`config.mk`:
```
export PLATFORM = sky130hd
export DESIGN_NAME = fifo_or_edf_wait_queue
export DESIGN_NICKNAME = d
export VERILOG_FILES = /design/src/design/fewq_pkg.sv /design/src/design/fewq_ram.sv /design/src/design/fifo_or_edf_wait_queue.sv
export SDC_FILE = /design/constraint.sdc
export NUM_CORES = 1
export LEC_CHECK = 0
export BUFFER_PORTS_ARGS = -buffer_cell sky130_fd_sc_hd__buf_2
export CAP_MARGIN = 20
export CORE_UTILIZATION = 55
export DETAILED_ROUTE_END_ITERATION = 7
export PLACE_DENSITY = 0.85
export SYNTH_ARGS = -nofsm -noshare
export SYNTH_HDL_FRONTEND = slang
export SYNTH_SLANG_ARGS = --single-unit
```
`constraint.sdc`:
```
create_clock -name clk -period 5.6 [get_ports clk]
set_input_delay 1.4 -clock clk [delete_from_list [all_inputs] [get_ports clk]]
set_output_delay 1.4 -clock clk [all_outputs]
set_load 0.05 [all_outputs]
```
`src/design/fewq_pkg.sv`:
```
// Package for the FIFO/EDF wait queue.
// Holds the result status codes; no dependencies.
`default_nettype none

package fewq_pkg;

	localparam int STATUS_W = 2;

	localparam logic [STATUS_W-1:0] STATUS_OK    = 2'd0;
	localparam logic [STATUS_W-1:0] STATUS_FULL  = 2'd1;
	localparam logic [STATUS_W-1:0] STATUS_EMPTY = 2'd2;

endpackage

`default_nettype wire

```
`src/design/fewq_ram.sv`:
```
// Generic single-write, single-read RAM with registered read data.
// No dependencies; used for the queue entry store.
`default_nettype none

module fewq_ram #(
	parameter int WIDTH = 56,
	parameter int DEPTH = 16,
	localparam int AW = (DEPTH > 1) ? $clog2(DEPTH) : 1
) (
	input  wire logic             clk,
	input  wire logic             we,
	input  wire logic [AW-1:0]    waddr,
	input  wire logic [WIDTH-1:0] wdata,
	input  wire logic [AW-1:0]    raddr,
	output logic      [WIDTH-1:0] rdata
);

	logic [WIDTH-1:0] mem_q [DEPTH];

	always_ff @(posedge clk) begin
		if (we) begin
			mem_q[waddr] <= wdata;
		end
		rdata <= mem_q[raddr];
	end

endmodule

`default_nettype wire

```
`src/design/fifo_or_edf_wait_queue.sv`:
```
// Top level of the FIFO/EDF wait queue: sequencer, ring pointers, result register.
// Depends on fewq_pkg and fewq_ram.
//
// Bounded wait queue of QUEUE_DEPTH entries kept as a ring in one RAM with a
// single read and a single write port. policy_edf selects arrival order (0) or
// earliest deadline first (1); ties on deadline put the higher id first. An
// item is taken only while the sequencer is idle, and its result goes to an
// output register, so the next item may be taken while a result waits. A FIFO
// enqueue, or an item rejected as full or empty, goes from dispatch straight to
// the result state; a grant first reads the head entry. An EDF enqueue walks
// the queue from the head, one entry per cycle through the RAM read port and
// one deadline/id comparator, then moves the later entries back one slot per
// cycle. A result that finds the output register still stalled holds the
// sequencer until it can be loaded. Policy writes are always taken.
`default_nettype none

module fifo_or_edf_wait_queue #(
	parameter int QUEUE_DEPTH = 16,
	parameter int ID_WIDTH    = 8,
	parameter int TIME_WIDTH  = 48,
	localparam int AW = $clog2(QUEUE_DEPTH),
	localparam int CW = $clog2(QUEUE_DEPTH + 1),
	localparam int EW = ID_WIDTH + TIME_WIDTH
) (
	input  wire logic                          clk,
	input  wire logic                          arst_n,
	input  wire logic                          cfg_valid,
	output logic                               cfg_ready,
	input  wire logic                          policy_edf,
	input  wire logic                          in_valid,
	output logic                               in_stall,
	input  wire logic                          func,
	input  wire logic [ID_WIDTH-1:0]           requester_id,
	input  wire logic [TIME_WIDTH-1:0]         deadline_time,
	output logic                               out_valid,
	input  wire logic                          out_stall,
	output logic [fewq_pkg::STATUS_W-1:0]      status,
	output logic [ID_WIDTH-1:0]                granted_id,
	output logic [TIME_WIDTH-1:0]              granted_deadline,
	output logic [CW-1:0]                      occupancy
);

	typedef enum logic [2:0] {
		ST_IDLE,
		ST_DISPATCH,
		ST_SCAN,
		ST_SHIFT_START,
		ST_SHIFT,
		ST_PLACE,
		ST_GRANT,
		ST_RESP
	} state_t;

	state_t                          state_q;
	logic                            policy_q;
	logic [CW-1:0]                   count_q;
	logic [AW-1:0]                   head_q;
	logic [CW-1:0]                   k_q;
	logic [CW-1:0]                   s_q;
	logic                            func_q;
	logic [ID_WIDTH-1:0]             id_q;
	logic [TIME_WIDTH-1:0]           dl_q;
	logic [fewq_pkg::STATUS_W-1:0]   res_status_q;
	logic [ID_WIDTH-1:0]             res_id_q;
	logic [TIME_WIDTH-1:0]           res_dl_q;
	logic                            out_valid_q;
	logic [fewq_pkg::STATUS_W-1:0]   status_q;
	logic [ID_WIDTH-1:0]             granted_id_q;
	logic [TIME_WIDTH-1:0]           granted_deadline_q;
	logic [CW-1:0]                   occupancy_q;

	logic                            ram_we;
	logic [AW-1:0]                   ram_waddr;
	logic [AW-1:0]                   ram_raddr;
	logic [EW-1:0]                   ram_wdata;
	logic [EW-1:0]                   ram_rdata;
	logic [CW-1:0]                   rd_off;
	logic [CW-1:0]                   wr_off;
	logic [ID_WIDTH-1:0]             rd_id;
	logic [TIME_WIDTH-1:0]           rd_dl;
	logic                            goes_before;
	logic                            full;
	logic                            empty;
	logic                            out_free;

	// logical slot -> ring address
	function automatic logic [AW-1:0] wrap_idx(input logic [AW-1:0] base,
			input logic [CW-1:0] off);
		logic [CW:0] sum;
		sum = (CW+1)'(base) + (CW+1)'(off);
		if (sum >= (CW+1)'(QUEUE_DEPTH)) begin
			sum = sum - (CW+1)'(QUEUE_DEPTH);
		end
		return sum[AW-1:0];
	endfunction

	assign rd_id       = ram_rdata[EW-1:TIME_WIDTH];
	assign rd_dl       = ram_rdata[TIME_WIDTH-1:0];
	assign goes_before = (dl_q < rd_dl) || ((dl_q == rd_dl) && (id_q > rd_id));
	assign full        = (count_q == CW'(QUEUE_DEPTH));
	assign empty       = (count_q == '0);
	assign out_free    = !out_valid_q || !out_stall;
	assign ram_raddr   = wrap_idx(head_q, rd_off);
	assign ram_waddr   = wrap_idx(head_q, wr_off);

	assign cfg_ready        = 1'b1;
	assign in_stall         = (state_q != ST_IDLE);
	assign out_valid        = out_valid_q;
	assign status           = status_q;
	assign granted_id       = granted_id_q;
	assign granted_deadline = granted_deadline_q;
	assign occupancy        = occupancy_q;

	always_comb begin
		rd_off    = '0;
		wr_off    = '0;
		ram_we    = 1'b0;
		ram_wdata = {id_q, dl_q};
		case (state_q)
			ST_DISPATCH: begin
				if (!func_q && !full && !policy_q) begin
					ram_we = 1'b1;
					wr_off = count_q;
				end
			end
			ST_SCAN: begin
				rd_off = k_q + CW'(1);
			end
			ST_SHIFT_START: begin
				if (k_q != count_q) begin
					rd_off = count_q - CW'(1);
				end
			end
			ST_SHIFT: begin
				ram_we    = 1'b1;
				wr_off    = s_q;
				ram_wdata = ram_rdata;
				if ((s_q - CW'(1)) != k_q) begin
					rd_off = s_q - CW'(2);
				end else begin
					rd_off = k_q;
				end
			end
			ST_PLACE: begin
				ram_we = 1'b1;
				wr_off = k_q;
			end
			default: begin
			end
		endcase
	end

	fewq_ram #(
		.WIDTH(EW),
		.DEPTH(QUEUE_DEPTH)
	) u_ram (
		.clk  (clk),
		.we   (ram_we),
		.waddr(ram_waddr),
		.wdata(ram_wdata),
		.raddr(ram_raddr),
		.rdata(ram_rdata)
	);

	always_ff @(posedge clk or negedge arst_n) begin
		if (!arst_n) begin
			state_q            <= ST_IDLE;
			policy_q           <= 1'b0;
			count_q            <= '0;
			head_q             <= '0;
			k_q                <= '0;
			s_q                <= '0;
			func_q             <= 1'b0;
			id_q               <= '0;
			dl_q               <= '0;
			res_status_q       <= fewq_pkg::STATUS_OK;
			res_id_q           <= '0;
			res_dl_q           <= '0;
			out_valid_q        <= 1'b0;
			status_q           <= fewq_pkg::STATUS_OK;
			granted_id_q       <= '0;
			granted_deadline_q <= '0;
			occupancy_q        <= '0;
		end else begin
			if (cfg_valid) begin
				policy_q <= policy_edf;
			end
			if (out_valid_q && !out_stall && (state_q != ST_RESP)) begin
				out_valid_q <= 1'b0;
			end
			case (state_q)
				ST_IDLE: begin
					if (in_valid) begin
						func_q  <= func;
						id_q    <= requester_id;
						dl_q    <= deadline_time;
						state_q <= ST_DISPATCH;
					end
				end
				ST_DISPATCH: begin
					res_id_q <= '0;
					res_dl_q <= '0;
					k_q      <= '0;
					if (func_q) begin
						if (empty) begin
							res_status_q <= fewq_pkg::STATUS_EMPTY;
							state_q      <= ST_RESP;
						end else begin
							res_status_q <= fewq_pkg::STATUS_OK;
							state_q      <= ST_GRANT;
						end
					end else if (full) begin
						res_status_q <= fewq_pkg::STATUS_FULL;
						state_q      <= ST_RESP;
					end else begin
						res_status_q <= fewq_pkg::STATUS_OK;
						if (!policy_q) begin
							count_q <= count_q + CW'(1);
							state_q <= ST_RESP;
						end else if (empty) begin
							state_q <= ST_SHIFT_START;
						end else begin
							state_q <= ST_SCAN;
						end
					end
				end
				ST_SCAN: begin
					if (goes_before) begin
						state_q <= ST_SHIFT_START;
					end else if ((k_q + CW'(1)) == count_q) begin
						k_q     <= count_q;
						state_q <= ST_SHIFT_START;
					end else begin
						k_q <= k_q + CW'(1);
					end
				end
				ST_SHIFT_START: begin
					s_q <= count_q;
					if (k_q == count_q) begin
						state_q <= ST_PLACE;
					end else begin
						state_q <= ST_SHIFT;
					end
				end
				ST_SHIFT: begin
					if ((s_q - CW'(1)) == k_q) begin
						state_q <= ST_PLACE;
					end else begin
						s_q <= s_q - CW'(1);
					end
				end
				ST_PLACE: begin
					count_q <= count_q + CW'(1);
					state_q <= ST_RESP;
				end
				ST_GRANT: begin
					res_id_q <= rd_id;
					res_dl_q <= rd_dl;
					head_q   <= wrap_idx(head_q, CW'(1));
					count_q  <= count_q - CW'(1);
					state_q  <= ST_RESP;
				end
				ST_RESP: begin
					if (out_free) begin
						out_valid_q        <= 1'b1;
						status_q           <= res_status_q;
						granted_id_q       <= res_id_q;
						granted_deadline_q <= res_dl_q;
						occupancy_q        <= count_q;
						state_q            <= ST_IDLE;
					end
				end
				default: begin
					state_q <= ST_IDLE;
				end
			endcase
		end
	end

`ifndef SYNTHESIS
	a_count_bound: assert property (@(posedge clk) disable iff (!arst_n)
		count_q <= CW'(QUEUE_DEPTH))
		else $error("entry count above depth");

	a_head_bound: assert property (@(posedge clk) disable iff (!arst_n)
		32'(head_q) < QUEUE_DEPTH)
		else $error("head pointer out of range");

	a_shift_no_collide: assert property (@(posedge clk) disable iff (!arst_n)
		(state_q == ST_SHIFT) |-> (ram_waddr != ram_raddr))
		else $error("shift reads the slot it writes");

	a_full_occ: assert property (@(posedge clk) disable iff (!arst_n)
		(out_valid_q && (status_q == fewq_pkg::STATUS_FULL))
			|-> (occupancy_q == CW'(QUEUE_DEPTH)))
		else $error("full status with queue not full");

	a_empty_occ: assert property (@(posedge clk) disable iff (!arst_n)
		(out_valid_q && (status_q == fewq_pkg::STATUS_EMPTY))
			|-> (occupancy_q == '0) && (granted_id_q == '0))
		else $error("empty status with entries or id");

	a_occ_tracks: assert property (@(posedge clk) disable iff (!arst_n)
		$rose(out_valid_q) |-> (occupancy_q == count_q))
		else $error("reported occupancy differs from count");
`endif

endmodule

`default_nettype wire

```
# [Word-level counts from Yosys, hierarchy flattened]
# Memories as Yosys holds them, arrays and structs flattened. A register that Yosys moved wholly into a read port is not among the register bits.
# Index checks and enable logic that the tools add are counted.
[totals] ram_bits=896 register_bits=202 out_inout_bits=66 elab_cells=127 memories=1
[mem_list] name="u_ram.mem_q" words=16 word_bits=56 rd=1 rd_ports_with_merged_regs=1 write_ports=1 line="fewq_ram.sv:18" text="logic [WIDTH-1:0] mem_q [DEPTH];"
[classes] addsub=11 order_cmp=5 mux=42 n_reduce_logical=27 n_eq_ne=24
[op_table] cell="$pmux 48 s2" n=1
[op_table] cell="$mux 56" n=1
[op_table] cell="$eq 48x48->1" n=1
[op_table] cell="$lt 48x48->1" n=1
[op_table] cell="$mux 5" n=9
[op_table] cell="$pmux 5 s3" n=3
[op_table] cell="$mux 3" n=8
[op_table] cell="$pmux 3 s7" n=1
[op_table] cell="$pmux 5 s2" n=2
[op_table] cell="$ne 2x2->1 const B" n=8
[op_table] cell="$pmux 8 s2" n=1
[op_table] cell="$eq 5x5->1" n=3
[op_table] cell="$add 4x5->6" n=2
[op_table] cell="$eq 3x3->1 const B" n=4
[op_table] cell="$ge 6x5->1 const B" n=2
[op_table] cell="$mux 4" n=3
[op_table] cell="$sub 4x1->4 const B" n=3
[op_table] cell="$add 5x1->5 const B" n=2
[op_table] cell="$mux 1" n=10
[op_table] cell="$ne 5x5->1" n=2
[op_table] cell="$sub 5x1->5 const B" n=2
[op_table] cell="$gt 8x8->1" n=1
[op_table] cell="$reduce_and 2->1" n=4
[op_table] cell="$reduce_and 4->1" n=2
[op_table] cell="17 further kinds" n=33

# [Longest topological paths before layout]
# Gate-level depths: netlist of the first run.
[depth] ltp_word=9 depth_mapped=16

# [By module]
# A second synthesis of the first run with hierarchy kept.
[hier_totals] hier_cells=2466 hier_area_um2=45252.2
[by_module_without_submodules] mod="fewq_ram" cells_per_inst=1445 instances=1 area_per_inst_um2=34678.3
[by_module_without_submodules] mod="fifo_or_edf_wait_queue" cells_per_inst=1021 instances=1 area_per_inst_um2=10573.9

# [Worst setup path after synthesis of the first run]
# No wires, ideal clock.
[synth_path] kind="reg2reg" start="register count_q[0]" end="memory u_ram.mem_q[5][0] (enable)" period_less_slack_ps=5955 path_stages_with_launch=16 arrival_time_ps=5485 setup_slack_ps=-355 cell_sequence="dfrtp_1 > clkbuf_1 > inv_1 > ha_1 > or3b_2 > nor2_1 > nor4_1 > nand2_1 > o21ai_0 > ha_1 > a21o_1 > a21oi_1 > xnor2_1 > xor2_1 > nand2_1 > nor2_1"
[synth_via] elab_chain_cells=9
[synth_lines] element="start, declared" line="fifo_or_edf_wait_queue.sv:56" text="logic [CW-1:0] count_q;"
[synth_lines] element="start signal, assigned" line="fifo_or_edf_wait_queue.sv:218" text="count_q <= count_q + CW'(1);"
[synth_lines] element="start signal, assigned" line="fifo_or_edf_wait_queue.sv:253" text="count_q <= count_q + CW'(1);"
[synth_lines] element="start signal, assigned" line="fifo_or_edf_wait_queue.sv:260" text="count_q <= count_q - CW'(1);"
[synth_lines] element="$eq 5x5->1" line="fifo_or_edf_wait_queue.sv:100" text="assign full = (count_q == CW'(QUEUE_DEPTH));"
[synth_lines] element="$logic_not 1->1" line="fifo_or_edf_wait_queue.sv:121" text="if (!func_q && !full && !policy_q) begin"
[synth_lines] element="$logic_and 1x1->1 (2 in a row)" line="fifo_or_edf_wait_queue.sv:121"
[synth_lines] element="$mux 5" line="fifo_or_edf_wait_queue.sv:121"
[synth_lines] element="$pmux 5 s3" line="fifo_or_edf_wait_queue.sv:119" text="case (state_q)"
[synth_lines] element="$add 4x5->6" line="fifo_or_edf_wait_queue.sv:90" text="sum = (CW+1)'(base) + (CW+1)'(off);"
[synth_lines] element="$ge 6x5->1 or $sub 4x1->4 (tied branches)" line="fifo_or_edf_wait_queue.sv:91, fifo_or_edf_wait_queue.sv:92"
[synth_lines] element="$mux 4" line="fifo_or_edf_wait_queue.sv:91" text="if (sum >= (CW+1)'(QUEUE_DEPTH)) begin"
[synth_lines] element="end, declared" line="fewq_ram.sv:18"
# Parallel ways exist; a longest one is shown, timed or not.

# [Worst setup path after layout of the first run]
[layout_path] start="register s_q[0]" end="register u_ram.rdata[50] (read register of u_ram.mem_q)"
[layout_via] elab_chain_cells=7
[layout_lines] element="start, declared" line="fifo_or_edf_wait_queue.sv:59" text="logic [CW-1:0] s_q;"
[layout_lines] element="start signal, assigned" line="fifo_or_edf_wait_queue.sv:238" text="s_q <= count_q;"
[layout_lines] element="start signal, assigned" line="fifo_or_edf_wait_queue.sv:249" text="s_q <= s_q - CW'(1);"
[layout_lines] element="$sub 5x1->5" line="fifo_or_edf_wait_queue.sv:138" text="if ((s_q - CW'(1)) != k_q) begin"
[layout_lines] element="$ne 5x5->1" line="fifo_or_edf_wait_queue.sv:138"
[layout_lines] element="$mux 5 (*)" line="fifo_or_edf_wait_queue.sv:138"
[layout_lines] element="$pmux 5 s3 (*)" line="fifo_or_edf_wait_queue.sv:119"
[layout_lines] element="$add 4x5->6 (*)" line="fifo_or_edf_wait_queue.sv:90"
[layout_lines] element="$ge 6x5->1 or $sub 4x1->4 (tied branches)" line="fifo_or_edf_wait_queue.sv:91, fifo_or_edf_wait_queue.sv:92"
[layout_lines] element="$mux 4 (*)" line="fifo_or_edf_wait_queue.sv:91"
[layout_lines] element="end, declared" line="fewq_ram.sv:15" text="output logic [WIDTH-1:0] rdata"
# Mark *: on every way between the ends. The rest lies on a longest branch, timed or not.
# A chain may end at the register's enable or synchronous reset.

==> results.json, run 1 <==
{
  "viasPerCell": 6.70,
  "drtPass1Iterations": 6,
  "power_frac_comb_pct": 44.8,
  "clock_latency_ps": 690,
  "die_w_um": 289,
  "clock-sinks": 1154,
  "netlist_area_sq_um": 45300,
  "drt_iter0_markers": 3519,
  "power_density_nw_per_um2": 724,
  "worst_pin_slew_ps": 1190,
  "num_vias": 24838,
  "fin_skew_ps": 33.3,
  "final-max-slew-violation-count": 0,
  "grt_pass1_vias": 25669,
  "rows": 104,
  "power_switching_share_pct": 35.5,
  "cts_buffer_depth": 3,
  "drv_cap": 0,
  "yosys_warnings": 0,
  "crit_path_frequent_cell": "a21oi_1",
  "leakage_uw": 0.0185,
  "cts_tree": "built",
  "die-area_sq_um": 83400,
  "slew_headroom_pct": 20.2,
  "fillerInstances": 5017,
  "cts_inserted_buffers": 107,
  "yosysSeqAreaShare_pct": 73.1,
  "async_reset_ff_share_pct": 17.5,
  "intPower_uw": 24000,
  "crit_end": "u_ram.rdata[50]$_DFF_P_",
  "cp-startpoint": "s_q[0]$_DFFE_PN0P_",
  "place.port_buffers": 127,
  "antenna_found_initial": 1,
  "antenna_cells": 0,
  "synth_ff_type": "edfxtp_1",
  "critPathCaptureType": "flip-flop",
  "finalHoldViolations": 0,
  "p_seq_share_pct": 35.3,
  "totalWireLength_um": 116000,
  "worstPathMaxFanout": 93,
  "final_antenna_net_count": 0,
  "synth_edf_count": 896,
  "grtUsageTotal_pct": 28.2,
  "cts-root-buf": "clkbuf_16",
  "clkPwrFrac_pct": 19.9,
  "hold_path.class": "reg2reg",
  "clk_pin_slew_ps": 60,
  "placed_cells": 3502,
  "cts_setup_buffers": 0,
  "gp_congestion": 0.834,
  "io_pins": 129,
  "path_class": "reg2reg",
  "max_stage_delay_ps": 830,
  "start_util_pct": 55.9,
  "place_hpwl_um": 59300,
  "fin_nets": 2690,
  "grt_max_degree": 94,
  "wire_per_inst_um": 31.1,
  "r2r_end": "u_ram.rdata[50]$_DFF_P_",
  "place_area_sq_um": 47800,
  "drc": 0,
  "cp_data_arrival_time_ps": 5400,
  "r2r-start": "s_q[0]$_DFFE_PN0P_",
  "design_area_sq_um": 51500,
  "required_ps": 6140,
  "ys_ff_latch": 1154,
  "postSynthAreaPerCell_sq_um": 19.4,
  "critical_path.slowest_cell": "fa_4",
  "drive_gt1_share_pct": 30.9,
  "die_h_um": 289,
  "grt_pass1_wl_um": 170000,
  "setup_viol": 0,
  "mostFrequentLayoutCells": "edfxtp_1, mux4_2, dfrtp_1",
  "coreArea_sq_um": 80900,
  "synth_cells": 2335,
  "fin_crit_ps": 4860,
  "yosysUniqueCellTypes": 64,
  "area_growth_pct": 13.7,
  "crit_path_start_kind": "flip-flop",
  "rsz0062_at_grt": "no",
  "reg2reg_slack_ps": 740,
  "vdd_drop_max_v": 0.000868,
  "path_cells": "inv_1 > ha_1 > nor3b_2 > a21oi_1 > a2111oi_4 > nor2_1 > a21oi_1 > o21bai_1 > ha_4 > fa_4 > buf_12 > mux4_2 > mux4_1",
  "final_cells": 3709,
  "status": "finished, final reports clean",
  "worst-r2r-cell-count": 13,
  "syn_nets": 2470,
  "cts_resized": 0,
  "min_period_over_period_pct": 86.8,
  "p_sw_uw": 13200,
  "postCtsHoldBufs": 0,
  "fmax_ghz": 0.206,
  "final_common_cell": "edfxtp_1",
  "htree_levels": 3,
  "gr-total-overflow": 0
}
-- routing by layer --
metal | GRT usage (%) | wire (um)
met1 | 36.5 | 40100
met2 | 47.1 | 58300
met3 | 5.11 | 11900
met4 | 12.7 | 5200
met5 | 0 | 0
-- worst max-delay path, delay by kind of cell, from the launching register on --
kind                       cells  cell delay (ps)
buffers and inverters          2              570
muxes                          2              950
adders and majority gates      3             1290
AOI/OAI and AO/OA              4             1010
and+or+nand+nor                2              350
DFF                            1              440
-- logic make-up (layout without fill, tap and decap cells) --
group	Yosys count	in the layout	synth area share [%]
adders and majority gates	72	72	2.02
and+or+nand+nor	274	274	2.66
muxes	402	402	17.1
xor gates and xnor gates	37	37	0.749
AOI/OAI and AO/OA	215	215	2.70
other	1	1	0.00829
DFF	1154	1154	73.1
buffers and inverters	180	494	1.69
-- how the worst min path moves through the flow --
stage	start	end	slack (ps)	depth (start not counted)
after global placement	occupancy[4]$_DFFE_PN0P_	occupancy[4]$_DFFE_PN0P_	460	2
after detailed placement	res_dl_q[40]$_DFFE_PN0P_	res_dl_q[40]$_DFFE_PN0P_	470	2
after global routing	res_dl_q[14]$_DFFE_PN0P_	res_dl_q[14]$_DFFE_PN0P_	510	2
after floorplan	res_status_q[1]$_DFFE_PN0P_	res_status_q[1]$_DFFE_PN0P_	430	2
after CTS	occupancy[0]$_DFFE_PN0P_	occupancy[0]$_DFFE_PN0P_	480	2
final	occupancy[0]$_DFFE_PN0P_	occupancy[0]$_DFFE_PN0P_	470	2
-- registers in the layout (all words and copies together) (netlist names), 8 cells and up --
name,cells
res_dl_q,48
id_q,8
res_id_q,8
u_ram.rdata,56
dl_q,48
granted_id,8
u_ram.mem_q,896
granted_deadline,48
-- Yosys cell counts, types with 5 or more instances --
cell / instances / area [sq um]
dfxtp_1: 56 / 1120
mux4_2: 267 / 6010
nand4_1: 16 / 100
xor2_1: 16 / 140
ha_1: 70 / 876
nor2_1: 50 / 188
clkbuf_1: 100 / 375
inv_1: 64 / 240
a21oi_1: 41 / 205
edfxtp_1: 896 / 26900
mux2i_1: 5 / 50.1
mux4_1: 13 / 342
o21ai_0: 132 / 661
mux2_2: 116 / 1310
xnor2_1: 19 / 166
dfrtp_1: 202 / 5050
o211ai_1: 7 / 52.6
nand3_1: 14 / 70.1
nor4_1: 5 / 31.3
nand2b_1: 6 / 37.5
a21o_1: 5 / 37.5
nand2_1: 156 / 586
-- power groups by stage --
stage	clock network [uW]	registers, uW	logic, uW
finish	7410	13200	16700
global route	7770	13300	17600
CTS	7480	13200	16600
detailed placement	0	13200	16000
global placement	0	13200	15100
floorplan	0	13400	11300
-- metrics by stage --
stage | utilization [%] | power, uW | hold WS, ps | setup TNS [ps] | worst slack, ps
floorplan | - | 24700 | 435 | -233760 | -354
global placement | 59.0 | 28300 | 464 | 0 | 1010
detailed placement | 59.1 | 29300 | 470 | 0 | 883
CTS | 63.5 | 37300 | 485 | 0 | 812
global route | 63.6 | 38600 | 505 | 0 | 501
finish | 63.6 | 37300 | 475 | 0 | 737
-- layout make-up --
type                       count  area, sq um  share of cell area (%)
sequential                  1154        33100                    64.3
inverter                      64          240                   0.467
clock buffer                 139         3040                    5.90
tap                         1060         1330                    2.58
clock inverter                64          562                    1.09
multi-input combinational   1001        11600                    22.5
timing repair buffer         227         1630                    3.16
Power figures use the tool's default switching activity.
==> inputs of run 2 (changes only) <==
- SYNTH_HIERARCHICAL: unset -> 1
==> results.json, run 2 <==
{
  "critical_path.slowest_cell": "buf_4",
  "crit_end": "u_ram/mem_q[8][9]$_DFFE_PP_",
  "cts_tree": "built",
  "worstPathMaxFanout": 34,
  "multi_input_area_sq_um": 11500,
  "die_h_um": 289,
  "wl_met1_um": 39600,
  "gp_congestion": 0.890,
  "fin_skew_ps": 36.0,
  "worst-r2r-cell-count": 15,
  "slew_headroom_pct": 25.8,
  "grt_pass1_vias": 26522,
  "synth_ff_type": "edfxtp_1",
  "async_reset_ff_share_pct": 17.5,
  "max_stage_delay_ps": 620,
  "synth_most_common_cell": "edfxtp_1",
  "num_vias": 25190,
  "top_register": "u_ram/mem_q",
  "path_class": "reg2reg",
  "fin_nets": 2818,
  "path_cells": "inv_1 > ha_1 > nor3b_1 > and2_1 > nor4_2 > inv_1 > o22ai_1 > ha_1 > a21o_1 > a21oi_1 > xnor2_1 > xnor2_1 > nand3b_1 > nor3_4 > buf_4",
  "hold_path.class": "reg2reg",
  "wire_per_inst_um": 29.6,
  "drt_iter0_markers": 3441,
  "synth_cells": 2466,
  "coreArea_sq_um": 80900,
  "io_pins": 129,
  "fillerInstances": 5111,
  "rsz0062_at_grt": "no",
  "postSynthAreaPerCell_sq_um": 18.4,
  "cts-root-buf": "clkbuf_16",
  "cts_buffer_depth": 3,
  "place_hpwl_um": 60500,
  "fin_tns_setup_ps": 0,
  "r2r_end": "u_ram/mem_q[8][9]$_DFFE_PP_",
  "synth.area.top_cells": "edfxtp_1, dfrtp_1, mux4_2",
  "synth_edf_count": 896,
  "gr-total-overflow": 0,
  "clock-sinks": 1154,
  "r2r-start": "count_q[1]$_DFFE_PN0P_",
  "required_ps": 5890,
  "drc": 0,
  "totalWireLength_um": 113000,
  "top_regs": "u_ram/mem_q: 896 flops, u_ram/rdata: 56 flops",
  "setup_ws_ps": 463,
  "register_area_sq_um": 33100,
  "final-max-slew-violation-count": 0,
  "rows": 104,
  "area_growth_pct": 13.4,
  "clock_latency_ps": 700,
  "fmax_ghz": 0.195,
  "wl_met3_um": 11700,
  "grtUsageTotal_pct": 27.6,
  "grt_max_degree": 105,
  "setup_viol": 0,
  "ys_ff_latch": 1154,
  "largest_reg_flops": 896,
  "synth_top_area_cell": "edfxtp_1",
  "die-area_sq_um": 83400,
  "final_antenna_net_count": 0,
  "die_w_um": 289,
  "cts_setup_buffers": 0,
  "critPathCaptureType": "flip-flop",
  "clk_pin_slew_ps": 70,
  "yosysUniqueCellTypes": 65,
  "crit_path_start_kind": "flip-flop",
  "min_path_cells": 2,
  "start_util_pct": 55.9,
  "mostFrequentLayoutCells": "edfxtp_1, mux4_2, nand2_1",
  "viasPerCell": 6.57,
  "drv_cap": 0,
  "final_common_cell": "edfxtp_1",
  "netlist_area_sq_um": 45300,
  "drtPass1Iterations": 6,
  "yosys_warnings": 6,
  "cp-startpoint": "count_q[1]$_DFFE_PN0P_",
  "netlist_top_cells_count": "edfxtp_1, mux4_2, nand2_1",
  "synth_top_area_share_pct": 59.5,
  "htree_levels": 3,
  "worst_pin_slew_ps": 1100,
  "cp_data_arrival_time_ps": 5430,
  "reg2reg_slack_ps": 460,
  "syn_nets": 2601,
  "met2_length_um": 57200,
  "yosysSeqAreaShare_pct": 73.1,
  "place.port_buffers": 127,
  "antenna_found_initial": 0,
  "finalHoldViolations": 0,
  "status": "finished, final reports clean",
  "top_layer_used": "met4",
  "cts_inserted_buffers": 108,
  "grt_pass1_wl_um": 168000,
  "drive_gt1_share_pct": 27.8,
  "fin_crit_ps": 5140,
  "min_period_over_period_pct": 91.7,
  "dpl_worst_slack_ps": 731
}
==> run 2: cell types whose count changed in the layout (fill, tap and decap cells not counted), moves of 13 or more <==
cell      before  now
a22oi_1        0  115
nand2_1      156  212
mux4_2       267  224
clkbuf_1      15   41
clkinv_2      29   15
o21ai_0      117  131
mux4_1        13    0
==> run 2: per-layer routing <==
layer | vias up | track usage [%]
met5 | - | 0
met4 | 0 | 12.9
met3 | 371 | 5.56
met2 | 1827 | 46.5
met1 | 12827 | 34.7
li1 | 10165 | -
==> run 2: final cells by class <==
cell class | count | share of cell area [%]
multi-input cells | 1120 | 22.4
flip-flops and latches | 1154 | 64.5
clock inverters | 45 | 0.951
inverters | 64 | 0.468
repair buffers | 235 | 3.26
clock buffers | 158 | 5.85
diodes | 1 | 0.00488
well taps | 1060 | 2.59
==> run 2: repair_timing <==
action / in CTS / in global routing
hold buffers: 0 / 0
resized for setup: 0 / 1
endpoints found under the setup margin: 0 / 64
hold endpoints to repair: 0 / 0
==> run 2: cell families after synthesis <==
family	Yosys count	share of synthesized area [%]
buffers and inverters	192	1.97
AOI/OAI and AO/OA	325	4.56
muxes	348	14.2
other	1	0.00829
xor gates and xnor gates	37	0.716
DFF	1154	73.1
adders and majority gates	72	2.02
and+or+nand+nor	337	3.40
==> run 2: worst min-delay path by stage <==
stage	start	to
floorplan	res_dl_q[10]$_DFFE_PN0P_	res_dl_q[10]$_DFFE_PN0P_
global placement	res_id_q[3]$_DFFE_PN0P_	res_id_q[3]$_DFFE_PN0P_
detailed placement	res_dl_q[6]$_DFFE_PN0P_	res_dl_q[6]$_DFFE_PN0P_
CTS	res_id_q[2]$_DFFE_PN0P_	res_id_q[2]$_DFFE_PN0P_
global route	res_dl_q[4]$_DFFE_PN0P_	res_dl_q[4]$_DFFE_PN0P_
finish	res_dl_q[6]$_DFFE_PN0P_	res_dl_q[6]$_DFFE_PN0P_
==> run 2: critical path, delay by kind of cell (launching register included) <==
kind | cells | cell delay, ps
AO/OA/AOI/OAI | 3 | 630
buffers and inverters | 3 | 930
adder cells (fa/ha/maj) | 2 | 510
flip-flops | 1 | 520
AND/OR/NAND/NOR | 5 | 1610
XOR/XNOR | 2 | 490
==> run 2: per-stage QoR <==
| step | cell area, sq um | utilization (%) | std cells | hold WS, ps |
|---|---|---|---|---|
| 6_report | 51300 | 63.4 | 3837 | 480 |
| 5_1_grt | 51300 | 63.4 | 3836 | 507 |
| 4_1_cts | 51300 | 63.4 | 3835 | 482 |
| 3_5_place_dp | 47800 | 59.1 | 3632 | 471 |
| 3_3_place_gp | 47600 | 58.9 | 3603 | 459 |
| 2_1_floorplan | 45300 | - | 2466 | 444 |
Power of run 2 is not shown: default switching activity piles up to over one toggle a cycle in this logic, so the estimate is an artifact.
